===== src/rtl/wls_pkg.sv =====
// ----------------------------------------------------------------------------
// wls_pkg: shared types and constants
// Tap-vote beat format, register indexes and field widths for the
// write-leveling window search.
// ----------------------------------------------------------------------------
package wls_pkg;

  localparam int SPT_W  = 8;   // samples per tap
  localparam int TAP_W  = 6;   // tap index and tap count
  localparam int DLY_W  = 5;   // reported delay and window length
  localparam int LEN_W  = 7;   // signed run length, -1 means no run
  localparam int CIDX_W = 2;   // config register index
  localparam int CDAT_W = 8;   // config write data

  // Config register indexes
  typedef enum logic [CIDX_W-1:0] {
    CFG_SAMPLES_PER_TAP = 2'd0,
    CFG_TAPS_TO_SCAN    = 2'd1,
    CFG_FORCED_DELAY    = 2'd2
  } cfg_reg_e;

  // Reset values of the config registers
  localparam logic [SPT_W-1:0] SPT_RESET    = 8'd128;
  localparam logic [TAP_W-1:0] TAPS_RESET   = 6'd32;
  localparam logic [TAP_W-1:0] FORCED_RESET = 6'h3F;

  // Effective configuration seen by front and back
  typedef struct packed {
    logic [SPT_W-1:0] spt;      // samples per tap, never zero
    logic [TAP_W-1:0] taps;     // clamped tap count, never zero
    logic [TAP_W-1:0] forced;   // signed forced delay, negative = search
  } cfg_t;

  // One voted tap, front to back
  typedef struct packed {
    logic             vote;     // majority vote of the tap
    logic [TAP_W-1:0] idx;      // tap number, zero opens a new scan
    logic             last;     // final tap of the scan
  } tap_beat_t;

endpackage


===== src/rtl/wls_in_if.sv =====
// ----------------------------------------------------------------------------
// wls_in_if: strobe sample channel
// Valid/ready channel carrying one strobe sample and the scan start flag.
// ----------------------------------------------------------------------------
interface wls_in_if;
  logic valid;
  logic ready;
  logic sample_one;
  logic start_scan;

  modport source (output valid, output sample_one, output start_scan, input ready);
  modport sink   (input valid, input sample_one, input start_scan, output ready);
endinterface


===== src/rtl/wls_out_if.sv =====
// ----------------------------------------------------------------------------
// wls_out_if: scan result channel
// Valid/ready channel carrying the chosen delay of one lane scan.
// ----------------------------------------------------------------------------
interface wls_out_if;
  logic       valid;
  logic       ready;
  logic [4:0] chosen_delay;
  logic       found;
  logic [4:0] window_length;

  modport source (output valid, output chosen_delay, output found,
                  output window_length, input ready);
  modport sink   (input valid, input chosen_delay, input found,
                  input window_length, output ready);
endinterface


===== src/rtl/wls_cfg_if.sv =====
// ----------------------------------------------------------------------------
// wls_cfg_if: configuration write channel
// Valid/ready channel carrying a register index and write data.
// ----------------------------------------------------------------------------
interface wls_cfg_if;
  logic       valid;
  logic       ready;
  logic [1:0] index;
  logic [7:0] data;

  modport source (output valid, output index, output data, input ready);
  modport sink   (input valid, input index, input data, output ready);
endinterface


===== src/rtl/wls_front.sv =====
// ----------------------------------------------------------------------------
// wls_front: sample counting and tap vote
// Takes strobe samples, counts samples and ones per tap, and pushes one
// voted tap beat into the queue when a tap completes.
// ----------------------------------------------------------------------------
module wls_front (
  input  logic                clk,
  input  logic                rst_n,
  input  wls_pkg::cfg_t       cfg,
  input  logic                in_valid,
  output logic                in_ready,
  input  logic                sample_one,
  input  logic                start_scan,
  input  logic                q_full,
  output logic                q_push,
  output wls_pkg::tap_beat_t  q_beat
);

  logic [wls_pkg::SPT_W-1:0] smp_cnt_r, smp_cnt_nxt;
  logic [wls_pkg::SPT_W-1:0] one_cnt_r, one_cnt_nxt;
  logic [wls_pkg::TAP_W-1:0] tap_idx_r, tap_idx_nxt;

  logic                      accept;
  logic [wls_pkg::SPT_W-1:0] smp_cur, one_cur, smp_inc, one_inc;
  logic [wls_pkg::TAP_W-1:0] tap_cur;
  logic                      scan_done, tap_end;

  assign in_ready = !q_full;
  assign accept   = in_valid && in_ready;

  // Count the beat, vote when the tap is complete
  always_comb begin
    smp_cur   = start_scan ? '0 : smp_cnt_r;
    one_cur   = start_scan ? '0 : one_cnt_r;
    tap_cur   = start_scan ? '0 : tap_idx_r;
    scan_done = (tap_cur >= cfg.taps);
    smp_inc   = smp_cur + 8'd1;
    one_inc   = one_cur + {7'd0, sample_one};
    tap_end   = (smp_inc >= cfg.spt);

    smp_cnt_nxt = smp_cnt_r;
    one_cnt_nxt = one_cnt_r;
    tap_idx_nxt = tap_idx_r;
    if (accept) begin
      if (scan_done) begin
        smp_cnt_nxt = smp_cur;
        one_cnt_nxt = one_cur;
        tap_idx_nxt = tap_cur;
      end else if (tap_end) begin
        smp_cnt_nxt = '0;
        one_cnt_nxt = '0;
        tap_idx_nxt = tap_cur + 6'd1;
      end else begin
        smp_cnt_nxt = smp_inc;
        one_cnt_nxt = one_inc;
        tap_idx_nxt = tap_cur;
      end
    end

    // tie counts as zero
    q_push      = accept && !scan_done && tap_end;
    q_beat.vote = ({one_inc, 1'b0} > {1'b0, cfg.spt});
    q_beat.idx  = tap_cur;
    q_beat.last = ((tap_cur + 6'd1) == cfg.taps);
  end

  always_ff @(posedge clk) begin
    if (!rst_n) begin
      smp_cnt_r <= '0;
      one_cnt_r <= '0;
      tap_idx_r <= '0;
    end else begin
      smp_cnt_r <= smp_cnt_nxt;
      one_cnt_r <= one_cnt_nxt;
      tap_idx_r <= tap_idx_nxt;
    end
  end

endmodule


===== src/rtl/wls_tap_fifo.sv =====
// ----------------------------------------------------------------------------
// wls_tap_fifo: two-entry tap beat queue
// Decouples the sample front from the window tracker.
// ----------------------------------------------------------------------------
module wls_tap_fifo (
  input  logic                clk,
  input  logic                rst_n,
  input  logic                push,
  input  wls_pkg::tap_beat_t  push_beat,
  output logic                full,
  input  logic                pop,
  output logic                empty,
  output wls_pkg::tap_beat_t  head
);

  wls_pkg::tap_beat_t mem [2];
  logic       wr_ptr_r, wr_ptr_nxt;
  logic       rd_ptr_r, rd_ptr_nxt;
  logic [1:0] cnt_r, cnt_nxt;

  assign full  = (cnt_r == 2'd2);
  assign empty = (cnt_r == 2'd0);
  assign head  = mem[rd_ptr_r];

  // Pointer and fill count update
  always_comb begin
    wr_ptr_nxt = push ? !wr_ptr_r : wr_ptr_r;
    rd_ptr_nxt = pop ? !rd_ptr_r : rd_ptr_r;
    cnt_nxt    = cnt_r + {1'b0, push} - {1'b0, pop};
  end

  always_ff @(posedge clk) begin
    if (push) begin
      mem[wr_ptr_r] <= push_beat;
    end
  end

  always_ff @(posedge clk) begin
    if (!rst_n) begin
      wr_ptr_r <= 1'b0;
      rd_ptr_r <= 1'b0;
      cnt_r    <= '0;
    end else begin
      wr_ptr_r <= wr_ptr_nxt;
      rd_ptr_r <= rd_ptr_nxt;
      cnt_r    <= cnt_nxt;
    end
  end

endmodule


===== src/rtl/wls_back.sv =====
// ----------------------------------------------------------------------------
// wls_back: window tracker and result register
// Tracks runs of voted ones, keeps the longest, and registers one result
// after the last tap of a scan.
// ----------------------------------------------------------------------------
module wls_back (
  input  logic                clk,
  input  logic                rst_n,
  input  wls_pkg::cfg_t       cfg,
  input  logic                q_empty,
  input  wls_pkg::tap_beat_t  q_head,
  output logic                q_pop,
  output logic                out_valid,
  input  logic                out_ready,
  output logic [4:0]          chosen_delay,
  output logic                found,
  output logic [4:0]          window_length
);

  localparam logic signed [wls_pkg::LEN_W-1:0] NO_RUN = -7'sd1;

  logic                                open_r, open_nxt;
  logic [wls_pkg::TAP_W-1:0]           wstart_r, wstart_nxt;
  logic [wls_pkg::TAP_W-1:0]           bstart_r, bstart_nxt;
  logic signed [wls_pkg::LEN_W-1:0]    blen_r, blen_nxt;
  logic                                oval_r, oval_nxt;
  logic [wls_pkg::DLY_W-1:0]           odly_r, odly_nxt;
  logic                                ofound_r, ofound_nxt;
  logic [wls_pkg::DLY_W-1:0]           olen_r, olen_nxt;

  logic                                open_c;
  logic [wls_pkg::TAP_W-1:0]           wstart_c, bstart_c;
  logic signed [wls_pkg::LEN_W-1:0]    blen_c, run_len;
  logic                                slot_free;

  assign slot_free = !oval_r || out_ready;
  assign q_pop     = !q_empty && (!q_head.last || slot_free);

  // Run tracking for the popped tap, tap zero starts from a clean scan
  always_comb begin
    open_c   = (q_head.idx == '0) ? 1'b0 : open_r;
    wstart_c = (q_head.idx == '0) ? '0 : wstart_r;
    bstart_c = (q_head.idx == '0) ? '0 : bstart_r;
    blen_c   = (q_head.idx == '0) ? NO_RUN : blen_r;
    run_len  = $signed({1'b0, q_head.idx}) - $signed({1'b0, wstart_c});

    open_nxt   = open_r;
    wstart_nxt = wstart_r;
    bstart_nxt = bstart_r;
    blen_nxt   = blen_r;
    if (q_pop) begin
      open_nxt   = open_c;
      wstart_nxt = wstart_c;
      bstart_nxt = bstart_c;
      blen_nxt   = blen_c;
      if (open_c) begin
        if (!q_head.vote || q_head.last) begin
          open_nxt = 1'b0;
          if (run_len > blen_c) begin
            bstart_nxt = wstart_c;
            blen_nxt   = run_len;
          end
        end
      end else if (q_head.vote) begin
        open_nxt   = 1'b1;
        wstart_nxt = q_head.idx;
      end
    end
  end

  // Result register, loaded on the last tap
  always_comb begin
    oval_nxt   = oval_r && !out_ready;
    odly_nxt   = odly_r;
    ofound_nxt = ofound_r;
    olen_nxt   = olen_r;
    if (q_pop && q_head.last) begin
      oval_nxt = 1'b1;
      if (!cfg.forced[wls_pkg::TAP_W-1]) begin
        odly_nxt   = cfg.forced[wls_pkg::DLY_W-1:0];
        ofound_nxt = 1'b1;
      end else if (blen_nxt > 7'sd0 && bstart_nxt != '0) begin
        odly_nxt   = bstart_nxt[wls_pkg::DLY_W-1:0];
        ofound_nxt = 1'b1;
      end else begin
        odly_nxt   = '0;
        ofound_nxt = 1'b0;
      end
      olen_nxt = (blen_nxt > 7'sd0) ? blen_nxt[wls_pkg::DLY_W-1:0] : '0;
    end
  end

  always_ff @(posedge clk) begin
    if (!rst_n) begin
      open_r   <= 1'b0;
      wstart_r <= '0;
      bstart_r <= '0;
      blen_r   <= NO_RUN;
      oval_r   <= 1'b0;
    end else begin
      open_r   <= open_nxt;
      wstart_r <= wstart_nxt;
      bstart_r <= bstart_nxt;
      blen_r   <= blen_nxt;
      oval_r   <= oval_nxt;
    end
  end

  always_ff @(posedge clk) begin
    odly_r   <= odly_nxt;
    ofound_r <= ofound_nxt;
    olen_r   <= olen_nxt;
  end

  assign out_valid     = oval_r;
  assign chosen_delay  = odly_r;
  assign found         = ofound_r;
  assign window_length = olen_r;

endmodule


===== src/rtl/write_leveling_window_search.sv =====
// ----------------------------------------------------------------------------
// write_leveling_window_search: write-leveling delay search for one lane
// Majority-votes strobe samples per delay tap and picks the start of the
// longest window of ones, or the forced delay.
// ----------------------------------------------------------------------------
// Usage:
//   in_ch  : one strobe sample per beat; start_scan on the first sample of
//            a lane scan clears all scan state before that sample counts.
//   out_ch : one result beat after the last sample of the last tap.
//   cfg_ch : register writes, always ready; write only while the block is
//            idle. Index 0 samples per tap, 1 taps to scan, 2 forced delay.
// Throughput: one sample per cycle while the queue is not full. The sample
//   front feeds voted taps into a two-entry queue, and the window tracker drains
//   one tap per cycle unless a result still waits on out_ch. Result path: the
//   front votes the last sample into the queue, then the tracker's result register.
// Stall: while a result waits on out_ch, the tracker holds the next scan's
//   last tap; earlier taps still drain, and in_ch stalls only once the queue
//   is full.
// Reset: registers return to 128 samples, 32 taps, search mode; scan state
//   is cleared, so a scan may start without start_scan.
// ----------------------------------------------------------------------------
module write_leveling_window_search #(
  parameter int MAX_TAPS = 32
) (
  input  logic     clk,
  input  logic     rst_n,
  wls_in_if.sink   in_ch,
  wls_out_if.source out_ch,
  wls_cfg_if.sink  cfg_ch
);

  // Tap counts above this are clamped
  localparam int                          TAP_CAP   = (MAX_TAPS < 63) ? MAX_TAPS : 63;
  localparam logic [wls_pkg::TAP_W-1:0]   TAP_CAP_V = wls_pkg::TAP_W'(TAP_CAP);

  logic [wls_pkg::SPT_W-1:0] spt_r, spt_nxt;
  logic [wls_pkg::TAP_W-1:0] taps_r, taps_nxt;
  logic [wls_pkg::TAP_W-1:0] forced_r, forced_nxt;

  wls_pkg::cfg_t      cfg;
  wls_pkg::tap_beat_t push_beat, head;
  logic               push, pop, full, empty;

  assign cfg_ch.ready = 1'b1;

  // Config register writes
  always_comb begin
    spt_nxt    = spt_r;
    taps_nxt   = taps_r;
    forced_nxt = forced_r;
    if (cfg_ch.valid && cfg_ch.ready) begin
      unique case (wls_pkg::cfg_reg_e'(cfg_ch.index))
        wls_pkg::CFG_SAMPLES_PER_TAP: spt_nxt    = cfg_ch.data;
        wls_pkg::CFG_TAPS_TO_SCAN:    taps_nxt   = cfg_ch.data[wls_pkg::TAP_W-1:0];
        wls_pkg::CFG_FORCED_DELAY:    forced_nxt = cfg_ch.data[wls_pkg::TAP_W-1:0];
        default: ;
      endcase
    end
  end

  always_ff @(posedge clk) begin
    if (!rst_n) begin
      spt_r    <= wls_pkg::SPT_RESET;
      taps_r   <= wls_pkg::TAPS_RESET;
      forced_r <= wls_pkg::FORCED_RESET;
    end else begin
      spt_r    <= spt_nxt;
      taps_r   <= taps_nxt;
      forced_r <= forced_nxt;
    end
  end

  // Effective settings: zero samples or zero taps count as one, taps clamped
  always_comb begin
    cfg.spt = (spt_r == '0) ? 8'd1 : spt_r;
    if (taps_r == '0) begin
      cfg.taps = 6'd1;
    end else if (taps_r > TAP_CAP_V) begin
      cfg.taps = TAP_CAP_V;
    end else begin
      cfg.taps = taps_r;
    end
    cfg.forced = forced_r;
  end

  wls_front u_front (
    .clk        (clk),
    .rst_n      (rst_n),
    .cfg        (cfg),
    .in_valid   (in_ch.valid),
    .in_ready   (in_ch.ready),
    .sample_one (in_ch.sample_one),
    .start_scan (in_ch.start_scan),
    .q_full     (full),
    .q_push     (push),
    .q_beat     (push_beat)
  );

  wls_tap_fifo u_fifo (
    .clk       (clk),
    .rst_n     (rst_n),
    .push      (push),
    .push_beat (push_beat),
    .full      (full),
    .pop       (pop),
    .empty     (empty),
    .head      (head)
  );

  wls_back u_back (
    .clk           (clk),
    .rst_n         (rst_n),
    .cfg           (cfg),
    .q_empty       (empty),
    .q_head        (head),
    .q_pop         (pop),
    .out_valid     (out_ch.valid),
    .out_ready     (out_ch.ready),
    .chosen_delay  (out_ch.chosen_delay),
    .found         (out_ch.found),
    .window_length (out_ch.window_length)
  );

endmodule


===== src/flat_wrapper.sv =====
// flat-port wrapper written by rule: the top's interface ports become plain ports
module write_leveling_window_search_flat 
#(
  parameter int MAX_TAPS = 32
)
  (clk, rst_n, in_ch_valid, in_ch_sample_one, in_ch_start_scan, in_ch_ready, out_ch_valid, out_ch_chosen_delay, out_ch_found, out_ch_window_length, out_ch_ready, cfg_ch_valid, cfg_ch_index, cfg_ch_data, cfg_ch_ready);
  wls_in_if in_ch_i ();
  wls_out_if out_ch_i ();
  wls_cfg_if cfg_ch_i ();
  input  logic clk;
  input  logic rst_n;
  input wire logic [$bits(in_ch_i.valid)-1:0] in_ch_valid;
  input wire logic [$bits(in_ch_i.sample_one)-1:0] in_ch_sample_one;
  input wire logic [$bits(in_ch_i.start_scan)-1:0] in_ch_start_scan;
  output wire logic [$bits(in_ch_i.ready)-1:0] in_ch_ready;
  output wire logic [$bits(out_ch_i.valid)-1:0] out_ch_valid;
  output wire logic [$bits(out_ch_i.chosen_delay)-1:0] out_ch_chosen_delay;
  output wire logic [$bits(out_ch_i.found)-1:0] out_ch_found;
  output wire logic [$bits(out_ch_i.window_length)-1:0] out_ch_window_length;
  input wire logic [$bits(out_ch_i.ready)-1:0] out_ch_ready;
  input wire logic [$bits(cfg_ch_i.valid)-1:0] cfg_ch_valid;
  input wire logic [$bits(cfg_ch_i.index)-1:0] cfg_ch_index;
  input wire logic [$bits(cfg_ch_i.data)-1:0] cfg_ch_data;
  output wire logic [$bits(cfg_ch_i.ready)-1:0] cfg_ch_ready;
  assign in_ch_i.valid = in_ch_valid;
  assign in_ch_i.sample_one = in_ch_sample_one;
  assign in_ch_i.start_scan = in_ch_start_scan;
  assign in_ch_ready = in_ch_i.ready;
  assign out_ch_valid = out_ch_i.valid;
  assign out_ch_chosen_delay = out_ch_i.chosen_delay;
  assign out_ch_found = out_ch_i.found;
  assign out_ch_window_length = out_ch_i.window_length;
  assign out_ch_i.ready = out_ch_ready;
  assign cfg_ch_i.valid = cfg_ch_valid;
  assign cfg_ch_i.index = cfg_ch_index;
  assign cfg_ch_i.data = cfg_ch_data;
  assign cfg_ch_ready = cfg_ch_i.ready;
  write_leveling_window_search #(.MAX_TAPS(MAX_TAPS)) u_core (.clk(clk), .rst_n(rst_n), .in_ch(in_ch_i), .out_ch(out_ch_i), .cfg_ch(cfg_ch_i));
endmodule

===== config.mk =====
export PLATFORM = sky130hd
export DESIGN_NAME = write_leveling_window_search_flat
export DESIGN_NICKNAME = d
export VERILOG_FILES = /design/src/rtl/wls_pkg.sv /design/src/rtl/wls_in_if.sv /design/src/rtl/wls_out_if.sv /design/src/rtl/wls_cfg_if.sv /design/src/rtl/wls_front.sv /design/src/rtl/wls_tap_fifo.sv /design/src/rtl/wls_back.sv /design/src/rtl/write_leveling_window_search.sv /design/src/flat_wrapper.sv
export SDC_FILE = /design/constraint.sdc
export NUM_CORES = 1
export LEC_CHECK = 0
export ABC_AREA = 1
export BUFFER_PORTS_ARGS = -buffer_cell sky130_fd_sc_hd__buf_2
export CORE_MARGIN = 1.5
export CORE_UTILIZATION = 40
export DETAILED_ROUTE_END_ITERATION = 8
export HOLD_SLACK_MARGIN = 0.15
export SLEW_MARGIN = 20
export SYNTH_ARGS = -nofsm -noshare
export SYNTH_HDL_FRONTEND = slang
export SYNTH_SLANG_ARGS = --single-unit

===== constraint.sdc =====
create_clock -name clk -period 9.3 [get_ports clk]
set_input_delay 0.465 -clock clk [delete_from_list [all_inputs] [get_ports clk]]
set_output_delay 0.465 -clock clk [all_outputs]
set_load 0.02 [all_outputs]

==> results of run 1 <==
[metrics by stage]
step	utilization	std cells	instance area [sq um]
after floorplan	-	720	5540
after global placement	0.434	905	5820
final	0.454	921	6080
after detailed placement	0.434	905	5820
after CTS	0.454	921	6080
after global routing	0.454	921	6080
[routing by layer]
| layer | track usage | vias up |
|---|---|---|
| met5 | 0 | - |
| met1 | 0.233 | 2200 |
| met4 | 0.0699 | 0 |
| li1 | - | 2419 |
| met2 | 0.296 | 79 |
| met3 | 0.0274 | 14 |
[cell usage after synthesis, drive strengths merged (2+ instances only)]
cell type / count
buf: 5
nand2: 196
a21oi: 54
xor2: 18
o211ai: 15
nor2: 56
clkinv: 3
ha: 41
nand4: 3
a211oi: 2
nor4: 2
inv: 98
dfxtp: 68
nor3: 9
o21ai: 31
clkbuf: 16
nand3: 42
a31oi: 6
a221oi: 11
edfxtp: 27
xnor2: 5
[path summary, 6_finish.rpt]
path,from,to,slack (ps),cells after the start
worst max-delay path,register,u_core.u_back.chosen_delay[1]$_DFFE_PP_,4630,30
worst min-delay path,cfg_ch_data[7],u_core.spt_r[7]$_SDFFE_PN1P_,360,3
worst max register to register,register,u_core.u_back.chosen_delay[1]$_DFFE_PP_,4630,30
worst min register to register,u_core.u_fifo.rd_ptr_r$_SDFFE_PN0P_,u_core.u_fifo.rd_ptr_r$_SDFFE_PN0P_,460,1
[registers in the layout (all words and copies together) (netlist names), 6 cells and up, named ones only]
register,count
u_core.u_front.tap_idx_r,6
u_core.u_front.smp_cnt_r,8
u_core.u_front.one_cnt_r,8
u_core.u_back.blen_r,7
u_core.u_back.bstart_r,6
u_core.u_back.wstart_r,6
u_core.u_fifo.mem,16
u_core.forced_r,6
u_core.taps_r,6
u_core.spt_r,8
[area by class of cell]
type	count	area, sq um	share of cell area
clock buffers	12	236	0.0389
clock inverters	4	28.8	0.00473
well taps	176	220	0.0362
repair buffers	30	153	0.0251
multi-input cells	503	2890	0.475
inverters	101	384	0.0631
flip-flops and latches	95	2170	0.357
[worst register-to-register path: cells and delay by family, from the launching register on]
kind	cells	cell delay, ps
buf+inv	2	170
fa+ha+maj	3	870
flops	1	570
simple gates	23	2420
compound gates	2	430
[kinds of logic after synthesis]
logic type                 Yosys count
other                                1
DFF                                 95
AOI/OAI and AO/OA                  127
adders and majority gates           42
buffers and inverters              122
and+or+nand+nor                    310
xor gates and xnor gates            23
[where the power goes]
group | switching, mW | internal (mW)
clock network | 0.156 | 0.183
registers | 0.0373 | 0.504
logic | 0.507 | 0.245
==> out/metrics.yaml, run 1 <==
status: "completed"
core_sq_mm: 0.0134
antenna_found_initial: 0
vias_per_cell: 5.12
pre_cts_slack_ps: 4680
globalplace.congestion: 0.849
synth.top_cells.by_area: "dfxtp_1, edfxtp_1, nand2_1"
ant_nets: 0
drt_iter0_markers: 327
slew_violations: 0
drcViolationCount: 0
cp-end-kind: "register"
hold_violations: 0
power.density_mw_per_mm2: 268
root_buffer: "clkbuf_16"
period_share: 0.502
rsz0062_at_grt: "no"
cp.arrival_ps: 4760
worst_slack_ps: 4630
grt_pass1_wl_um: 20800
fillers: 1362
synth_seq_cells: 95
synthAdderAreaFrac: 0.0962
wl_met3_um: 391
die_w_um: 121
vdd_drop_max_mv: 0.0850
highest_layer: "met4"
synth_nets: 779
ys_types: 47
synth-compound-area-share: 0.140
grt_use_total: 0.178
cts_resized: 0
path_clk_slew_ps: 60
final_cell_mix: "nand2_1, inv_1, dfxtp_1"
final-setup-viol-count: 0
die_y_um: 121
wire_per_inst_um: 13.6
critPathKind: "reg2reg"
synth_simple_gate_area_frac: 0.248
cts_tree: "done"
seq_area_frac_synth: 0.392
synth_top_family_by_area: "simple AND/OR/NAND/NOR gates"
crit_buf_inv: 2
vias: 4712
clock.fmax_mhz: 214
cpMostUsedCell: "nand2_1"
max_cap_violations: 0
yosysWarningCount: 0
routed-wl-met2_um: 5850
hold_class: "in2reg"
cp_top_family: "simple AND/OR/NAND/NOR gates"
postCtsHoldBufs: 0
post_synth.cell_area_avg_sq_um: 7.69
grt_pass1_vias: 4482
synth_area_sq_mm: 0.00554
cts_inserted_buffers: 9
period_minus_slack_ps: 4670
startpoint_type: "register"
slowest_stage: "dfxtp_1"
relSlewSlack: 0.397
clkLatencyLatePin_ps: 330
boundaryPins: 31
final_common_cell: "nand2_1"
io_buffers: 29
cts_setup_buffers: 0
wl_um: 12500
power_mw: 1.63
syn_to_final_growth_pct: 9.83
synth_ff_type: "dfxtp_1"
critPathMaxFanout: 16
drtPass1Iterations: 6
synthMuxAreaShare: 0
crit_required_ps: 9390
final_layout_size_suffix_gt1_frac: 0.101
clock_path_buffers: 2
drt-met1-wl_um: 6110
rows: 42
final_nets: 799
hpwl_um: 9290
synth_cells: 720
synth_area_leader_cell: "dfxtp_1"
die_area_sq_mm: 0.0146
fin_tns_setup_ps: 0
yosys.area.top_type_share: 0.246
critPathMaxStageDelay_ps: 570
initial_core_util: 0.413
ys_async_sr_fraction: 0
finalClockSkew_ps: 10.5
grt_max_degree: 44
cts_sinks: 95
tightest_slew_ps: 903
whs_ps: 358
p_leak_nw: 2.96
cts_htree_levels: 3
gr-total-overflow: 0
diodes: 0
synth_xor_area_frac: 0.0364
synth-edff-count: 27
(Power assumes the default switching activity.)
==> run 2: changes to the inputs <==
clock period = 4.35 ns   (was 9.3 ns; I/O delays follow)
==> run 2 against run 1 <==
- worst hold slack lost 200 ps
- wire length grew 3.5%
- global-route usage grew 0.69 points
- fmax grew 15%
- clock skew grew 2.0 ps
- sequential share of layout area shrank 1.4 points
- largest cell class unchanged
==> out/metrics.yaml, run 2 (synthesis gave the netlist of run 1 again) <==
period_minus_slack_ps: 4060
power.density_mw_per_mm2: 585
whs_ps: 162
ant_nets: 0
grt_use_total: 0.185
reg2regPathDepth: 31
final_area_sq_mm: 0.00635
finalNonFillerCells: 942
post-route-util: 0.474
cp.arrival_ps: 4170
p_leak_nw: 3.09
regArea_sq_mm: 0.00218
r2r_slack_ps: 290
holdPathStages: 3
cp-end-kind: "register"
placed_cells: 917
die_area_sq_mm: 0.0146
min_from: "cfg_ch_data[6]"
final-setup-viol-count: 0
relSlewSlack: 0.430
slew_violations: 0
largest_reg_flops: 16
critPathMaxFanout: 9
cts_htree_levels: 3
drtPass1Iterations: 5
clock.fmax_mhz: 246
pre_cts_slack_ps: 18.4
period_share: 0.933
io_buffers: 29
finalClockSkew_ps: 12.5
vias: 4800
max_cap_violations: 0
grt_pass1_vias: 4567
syn_to_final_growth_pct: 14.6
routed-wl-met2_um: 6190
cts_tree: "done"
grt_pass1_wl_um: 21400
vias_per_cell: 5.10
power_mw: 3.72
cts_inserted_buffers: 9
die_w_um: 121
status: "completed"
cts_sinks: 95
drt_iter0_markers: 243
crit_buf_inv: 3
worst_slack_ps: 290
antenna_found_initial: 0
tightest_slew_ps: 855
core_sq_mm: 0.0134
grt_max_degree: 44
rows: 42
wl_um: 13000
hpwl_um: 9580
vdd_drop_max_mv: 0.240
max_flop_register: "u_core.u_fifo.mem"
root_buffer: "clkbuf_16"
globalplace.congestion: 0.850
wl_met3_um: 456
die_y_um: 121
boundaryPins: 31
whs_endpoint: "u_core.spt_r[6]$_SDFFE_PN0P_"
gr-total-overflow: 0
hold_violations: 0
wire_per_inst_um: 13.8
final_nets: 820
critPathMaxStageDelay_ps: 390
initial_core_util: 0.413
highest_layer: "met4"
path_clk_slew_ps: 70
diodes: 0
hold_class: "in2reg"
critPathKind: "reg2reg"
final_cell_mix: "nand2_1, inv_1, dfxtp_1"
cpMostUsedCell: "nand2_1"
crit_required_ps: 4460
cp_top_family: "simple AND/OR/NAND/NOR gates"
fin_tns_setup_ps: 0
worst-path-stages: 31
final_common_cell: "nand2_1"
final_layout_size_suffix_gt1_frac: 0.133
startpoint_type: "register"
multi_input_area_sq_mm: 0.00293
slowest_stage: "dfxtp_4"
reg2reg_to: "u_core.u_back.chosen_delay[0]$_DFFE_PP_"
clkLatencyLatePin_ps: 350
fillers: 1346
drt-met1-wl_um: 6180
clock_path_buffers: 2
drcViolationCount: 0
placed_cell_area_sq_mm: 0.00591
==> run 2: changes by cell type in the layout (fill, tap and decap cells not counted), sizes merged, moves of 2 or more <==
cell,before,now
clkinv,3,5
inv,101,99
clkbuf,12,10
dlygate4sd3,0,7
buf,30,44
==> run 2: worst max path at each step <==
stage / to / slack [ps]
4_1_cts: u_core.u_back.chosen_delay[4]$_DFFE_PP_ / 120
6_report: u_core.u_back.chosen_delay[0]$_DFFE_PP_ / 290
5_1_grt: u_core.u_back.chosen_delay[0]$_DFFE_PP_ / -3
2_1_floorplan: u_core.u_back.chosen_delay[0]$_DFFE_PP_ / 260
3_5_place_dp: u_core.u_back.chosen_delay[4]$_DFFE_PP_ / 20
3_3_place_gp: u_core.u_back.chosen_delay[4]$_DFFE_PP_ / 110
==> run 2: final cells by class <==
type | instances | area share
multi-input cells | 503 | 0.462
flip-flops and latches | 95 | 0.343
inverters | 101 | 0.0605
repair buffers | 51 | 0.0516
clock buffers | 10 | 0.0377
well taps | 176 | 0.0347
clock inverters | 6 | 0.0106
==> run 2: power by group <==
| group | total, mW | internal (mW) | switching [mW] | leakage [nW] |
|---|---|---|---|---|
| Clock | 0.821 | 0.463 | 0.358 | 0.145 |
| Sequential | 1.16 | 1.08 | 0.0827 | 0.814 |
| Combinational | 1.73 | 0.599 | 1.13 | 2.13 |
==> run 2: worst min-delay path, stage by stage <==
cell and delay, ps:
buf_2 70, o21ai_0 70, a21oi_1 110
==> run 2: metal layers <==
metal  track usage  vias up
met1         0.238     2240
met4        0.0647        0
met5             0        -
met2         0.312       85
met3        0.0335       11
li1              -     2464
==> run 2: timing repair <==
| item | in CTS | in global routing |
|---|---|---|
| endpoints found under the hold margin | 9 | 0 |
| pin swaps | 0 | 7 |
| setup endpoints to repair | 4 | 11 |
| setup buffers | 0 | 2 |
| hold buffers | 7 | 0 |
| gates resized for setup | 1 | 13 |
